**src/rtl/fvn_pkg.sv**
```systemverilog
// ============================================================================
// fvn_pkg
// Shared types and constants for the fractal value noise block: field widths,
// hash constants, register map and the configuration register group.
// ============================================================================
package fvn_pkg;

  localparam int COORD_IN_W = 48;
  localparam int NOISE_W    = 32;
  localparam int SUM_W      = 40;
  localparam int CFG_W      = 24;
  localparam int CNT_W      = 5;
  localparam int AMP_W      = 32;
  localparam int APB_AW     = 4;
  localparam int APB_DW     = 32;

  // Integer hash constants, all arithmetic modulo 2^32.
  localparam logic [31:0] HASH_MUL_X = 32'd157;
  localparam logic [31:0] HASH_MUL_Y = 32'd2633;
  localparam int          HASH_SHL   = 13;
  localparam logic [31:0] HASH_MUL_Q = 32'd15731;
  localparam logic [31:0] HASH_ADD_Q = 32'd789221;
  localparam logic [31:0] HASH_ADD_M = 32'd1376312579;
  localparam logic [31:0] CORNER_ONE = 32'h4000_0000;

  localparam logic signed [SUM_W-1:0] SUM_HI = 40'sd2147483647;
  localparam logic signed [SUM_W-1:0] SUM_LO = -40'sd2147483648;
  localparam logic [NOISE_W-1:0]      NOISE_HI = 32'h7fff_ffff;
  localparam logic [NOISE_W-1:0]      NOISE_LO = 32'h8000_0000;

  typedef enum logic [1:0] {
    REG_OCT_CNT   = 2'd0,
    REG_BASE_FREQ = 2'd1,
    REG_LACUN     = 2'd2,
    REG_PERSIST   = 2'd3
  } reg_idx_t;

  localparam logic [CNT_W-1:0] RST_OCT_CNT   = 5'd6;
  localparam logic [CFG_W-1:0] RST_BASE_FREQ = 24'd65536;
  localparam logic [CFG_W-1:0] RST_LACUN     = 24'd131072;
  localparam logic [CFG_W-1:0] RST_PERSIST   = 24'd32768;

  typedef struct packed {
    logic [CNT_W-1:0] oct_cnt;
    logic [CFG_W-1:0] base_freq;
    logic [CFG_W-1:0] lacun;
    logic [CFG_W-1:0] persist;
  } cfg_t;

endpackage

```
**src/rtl/fvn_scale.sv**
```systemverilog
// ============================================================================
// fvn_scale
// Two-stage coordinate scaler: floor(c * m / 2^F) modulo 2^(32+F), with the
// signed coordinate split into a 32-bit low part and a signed high part.
// ============================================================================
module fvn_scale import fvn_pkg::*; #(
  parameter int FRAC_BITS = 16
) (
  input  logic                    clk,
  input  logic                    en,
  input  logic [32+FRAC_BITS-1:0] coord_i,
  input  logic [CFG_W-1:0]        mult_i,
  output logic [32+FRAC_BITS-1:0] coord_o
);

  localparam int CW  = 32 + FRAC_BITS;
  localparam int LPW = 32 + CFG_W;
  localparam int HPW = FRAC_BITS + CFG_W + 1;
  localparam int PW  = 32 + HPW;

  logic        [LPW-1:0] plo_r;
  logic signed [HPW-1:0] phi_r;
  logic        [CW-1:0]  coord_r;
  logic        [PW-1:0]  full;

  assign full = {phi_r, 32'd0} + PW'(plo_r);

  always_ff @(posedge clk) begin
    if (en) begin
      plo_r   <= LPW'(coord_i[31:0]) * LPW'(mult_i);
      phi_r   <= $signed(coord_i[CW-1:32]) * $signed({1'b0, mult_i});
      coord_r <= full[FRAC_BITS +: CW];
    end
  end

  assign coord_o = coord_r;

endmodule

```
**config.mk**
```make
export PLATFORM = sky130hd
export DESIGN_NAME = fvn_scale
export DESIGN_NICKNAME = d
export VERILOG_FILES = /design/src/rtl/fvn_pkg.sv /design/src/rtl/fvn_scale.sv
export SDC_FILE = /design/constraint.sdc
export NUM_CORES = 2
export LEC_CHECK = 0
export BUFFER_PORTS_ARGS = -buffer_cell sky130_fd_sc_hd__buf_4
export CAP_MARGIN = 20
export CORE_MARGIN = 4
export CORE_UTILIZATION = 35
export CTS_CLUSTER_DIAMETER = 150
export DETAILED_ROUTE_END_ITERATION = 10
export SLEW_MARGIN = 25
export SYNTH_ARGS = -nofsm -noshare
export SYNTH_HDL_FRONTEND = slang
export SYNTH_SLANG_ARGS = --single-unit
```
**constraint.sdc**
```tcl
create_clock -name clk -period 17.52 [get_ports clk]
set_clock_uncertainty 0.05 [all_clocks]
set_input_delay 0 -clock clk [delete_from_list [all_inputs] [get_ports clk]]
set_output_delay 0 -clock clk [all_outputs]
set_load 0.02 [all_outputs]
```
==> run_results.csv <==
group,metric,value,unit
route,detailroute.via_count,27236,
grt,vias_in_the_first_global_route,29373,
grt,antenna_found_initial,15,
placement,gp_congestion,0.836,
sta,max-slew-margin-rel,0.426,
clock_network,post-cts-setup-buffers,0,
synthesis,postSynthNetCount,5526,
critical_path,cp-end-kind,"flop",
sta,period_needed,7.62,ns
die,core-area,111000,um2
clock_network,clock_sink_count,120,
worst_hold_path,worst_hold_path.num_cells,2,
die,row_count,122,
critical_path,timing.critical_path.from_type,"input port",
route,detail_route.wirelength,103000,um
clock_network,cts_repair_resize_count,0,
sta,total_count_of_max_transition_violations_in_the_final_report,0,
grt,globalRouteOverflowTotal,0,
placement,post_dp_cell_area,41500,um2
layout,seqCellArea,3600,um2
critical_path,worstPathRequired,17.71,ns
die,design.die.area,118000,um2
route,routed-wl-met2,48900,um
route,routed-wl-met3,7090,um
synthesis,synth_area_leaders,"sky130_fd_sc_hd__fa_1 (48%), sky130_fd_sc_hd__inv_1 (10%), sky130_fd_sc_hd__ha_1 (9.4%), sky130_fd_sc_hd__edfxtp_1 (9.1%), sky130_fd_sc_hd__and2_1 (8.3%)",
synthesis,ys_types,50,
route,drc_violations_left,0,
layout,final_cell_area_excluding_filler_cells,42100,um2
layout,instances_no_fill,5660,
layout,nets,5463,
critical_path,class_of_the_most_critical_setup_path,"in -> reg",
synthesis,synthFlopType,"sky130_fd_sc_hd__edfxtp_1",
grt,grt_max_degree,67,
sta,final_min_period_over_clock_period,0.435,
clock_network,clock_pin_transition_on_the_worst_setup_and_hold_timing_paths,0.06,ns
route,post_drt_via_cell_ratio,4.81,
placement,placedCellCount,5620,
status,status,"finished clean",
sta,setup_viol_count_final,0,
layout,multi_input_comb_area,31100,um2
sta,setup_total_negative_slack,0,ns
critical_path,crit_path_max_incr_delay,0.56,ns
die,chipWidth,344,um
synthesis,synth-seq-area-share,0.0913,
grt,groute.usage.overall,0.182,
clock_network,cts_root_buffer,"sky130_fd_sc_hd__clkbuf_16",
route,wl_met1,44200,um
layout,layout.filler_cells,11214,
clock_network,tritoncts_clock_tree,"yes",
layout,final_layout_size_suffix_gt1_frac,0.0418,
sta,worst_hold_slack,0.115,ns
sta,hold_viol_final,0,
synthesis,mappedNetlistArea,39500,um2
route,highest_layer,"met5",
critical_path,worst-endpoint-arrival,7.81,ns
critical_path,rr_worst_depth,14,
placement,detailed_place_hpwl,80600,um
route,drt-wirelength-per-cell,18.2,um
synthesis,synth-seq-cells,120,
clock_network,clock_tree.htree_level_count,4,
critical_path,cp_slowest_cell,"sky130_fd_sc_hd__fa_1",
route,detail_route.iter0.violations,1524,
sta,tightest_slew,0.860,ns
worst_hold_path,hold_path.startpoint,"coord_i[32]",
clock_network,clock_tree.buffer_depth,2,
critical_path,worst_path_dominant_cell_family,"adder cells",
layout,area_delta_synth_final,6.71,%
clock_network,number_of_buffers_inserted_during_clock_tree_synthesis,17,
route,first_pass_iters,5,
critical_path,cp_common_cell,"sky130_fd_sc_hd__fa_1",
clock_network,cts.hold.buffers_added,1,
synthesis,synth_warnings,0,
critical_path,worstReg2RegEnd,"coord_o[42]",
clock_network,clkLatencyLatePin,0.50,ns
die,io-pin-count,122,
critical_path,regToRegSetupSlack,13.61,ns
grt,grt_first_pass_wirelength,166000,um
critical_path,worstPathBufferInverterCount,6,
worst_hold_path,whs_endpoint,"phi_r[0]",
synthesis,synth-edff-count,120,
die,die_height,344,um
synthesis,netlist.area_leader.share,0.476,
sta,achievable-frequency,0.131,GHz
die,floorplan.initialDensity,0.355,
placement,port_buffers,121,
critical_path,worst_r2r_startpoint,"phi_r[0]",
sta,rsz0062_at_grt,"no",
run,maxCapViolCount,0,
synthesis,post-synth-top-area-cell,"sky130_fd_sc_hd__fa_1",
worst_hold_path,worst_hold_path_type,"in -> reg",
route,ant_nets,0,
synthesis,average_cell_area_after_synthesis,9.37,um2
synthesis,synthCells,4215,
synthesis,ys_async_sr_fraction,0,
critical_path,path_max_fanout,48,
==> routing by layer <==
layer | track usage | up-vias
li1 | - | 12063
met1 | 0.244 | 14352
met2 | 0.300 | 694
met3 | 0.0383 | 123
met4 | 0.0510 | 4
met5 | 0 | -
==> worst max-delay path by stage <==
stage                         start         to  slack (ns)  cells after the start
after floorplan           mult_i[9]  plo_r[54]       10.83                     26
after global placement    mult_i[3]  plo_r[54]        9.41                     26
after detailed placement  mult_i[3]  plo_r[54]        9.38                     26
after CTS                 mult_i[3]  plo_r[54]        9.90                     26
after global routing      mult_i[3]  plo_r[54]        9.45                     26
final                     mult_i[3]  plo_r[54]        9.90                     26
==> cell families after synthesis <==
family | share of synthesized area
adders and majority gates | 0.571
and+or+nand+nor | 0.160
DFF | 0.0913
buffers and inverters | 0.120
AOI/OAI and AO/OA | 0.0341
xor gates and xnor gates | 0.0235
==> sequential cells by signal, summed over array words and instances (netlist names) <==
register  flops
phi_r        32
plo_r        40
coord_o      48
==> per-stage QoR <==
stage | utilization | worst slack (ns)
CTS | 0.378 | 9.90
detailed placement | 0.373 | 9.38
finish | 0.379 | 9.90
global placement | 0.373 | 9.41
global route | 0.378 | 9.45
floorplan | - | 10.83
==> layout make-up <==
class / instances / share of cell area
Multi-Input combinational cell: 2828 / 0.739
Antenna cell: 7 / 0.000416
Clock inverter: 15 / 0.00368
Timing Repair Buffer: 131 / 0.0235
Inverter: 1054 / 0.0939
Clock buffer: 17 / 0.0101
Tap cell: 1488 / 0.0442
Sequential cell: 120 / 0.0855
==> Yosys cell counts (all sizes together), types with 2 or more instances <==
| cell | count |
|---|---|
| a211o | 2 |
| a211oi | 7 |
| a21boi | 4 |
| a21o | 38 |
| a21oi | 69 |
| a221o | 2 |
| a221oi | 2 |
| a31o | 3 |
| a31oi | 6 |
| and2 | 522 |
| and3 | 10 |
| and3b | 2 |
| clkbuf | 213 |
| edfxtp | 120 |
| fa | 939 |
| ha | 298 |
| inv | 1054 |
| nand2 | 615 |
| nand2b | 23 |
| nand3 | 15 |
| nand4 | 9 |
| nor2 | 43 |
| nor2b | 13 |
| nor3 | 12 |
| o2111ai | 2 |
| o211ai | 5 |
| o21a | 9 |
| o21ai | 36 |
| o21bai | 11 |
| o31a | 2 |
| o31ai | 3 |
| o41ai | 2 |
| or2 | 4 |
| xnor2 | 78 |
| xor2 | 28 |
==> worst register-to-register path, delay by kind of cell, from the launching register on <==
| kind | cells | cell delay, ns |
|---|---|---|
| DFF | 1 | 0.37 |
| adders and majority gates | 2 | 0.57 |
| and+or+nand+nor | 1 | 0.12 |
| AOI/OAI and AO/OA | 9 | 2.35 |
| xor gates and xnor gates | 1 | 0.15 |
| buffers and inverters | 1 | 0.05 |
==> placed cells by master (no fill, tap or decap), types with 5 or more instances in the layout <==
master                      synthesis  routed
sky130_fd_sc_hd__fa_1             939     939
sky130_fd_sc_hd__xor2_1            28      28
sky130_fd_sc_hd__a211oi_1           7       7
sky130_fd_sc_hd__nand2_1          615     615
sky130_fd_sc_hd__inv_1           1054    1054
sky130_fd_sc_hd__nand4_1            9       9
sky130_fd_sc_hd__nor2_1            43      43
sky130_fd_sc_hd__o21a_1             9       9
sky130_fd_sc_hd__o21bai_1          11      11
sky130_fd_sc_hd__and2_1           522     522
sky130_fd_sc_hd__xnor2_1           78      78
sky130_fd_sc_hd__a21o_1            38      38
sky130_fd_sc_hd__a21oi_1           67      67
sky130_fd_sc_hd__nand2b_1          23      23
sky130_fd_sc_hd__nand3_1           15      15
sky130_fd_sc_hd__buf_4              0     129
sky130_fd_sc_hd__o21ai_0           36      36
sky130_fd_sc_hd__diode_2            0       7
sky130_fd_sc_hd__and3_1            10      10
sky130_fd_sc_hd__nor3_1            12      12
sky130_fd_sc_hd__inv_6              0       7
sky130_fd_sc_hd__clkbuf_16          0      17
sky130_fd_sc_hd__o211ai_1           5       5
sky130_fd_sc_hd__edfxtp_1         120     120
sky130_fd_sc_hd__ha_1             298     298
sky130_fd_sc_hd__nor2b_1           13      13
sky130_fd_sc_hd__a31oi_1            6       6
Power is left out: the tool's default activity adds up to more than one toggle a clock period on the data nets, which glitch-free logic cannot reach.
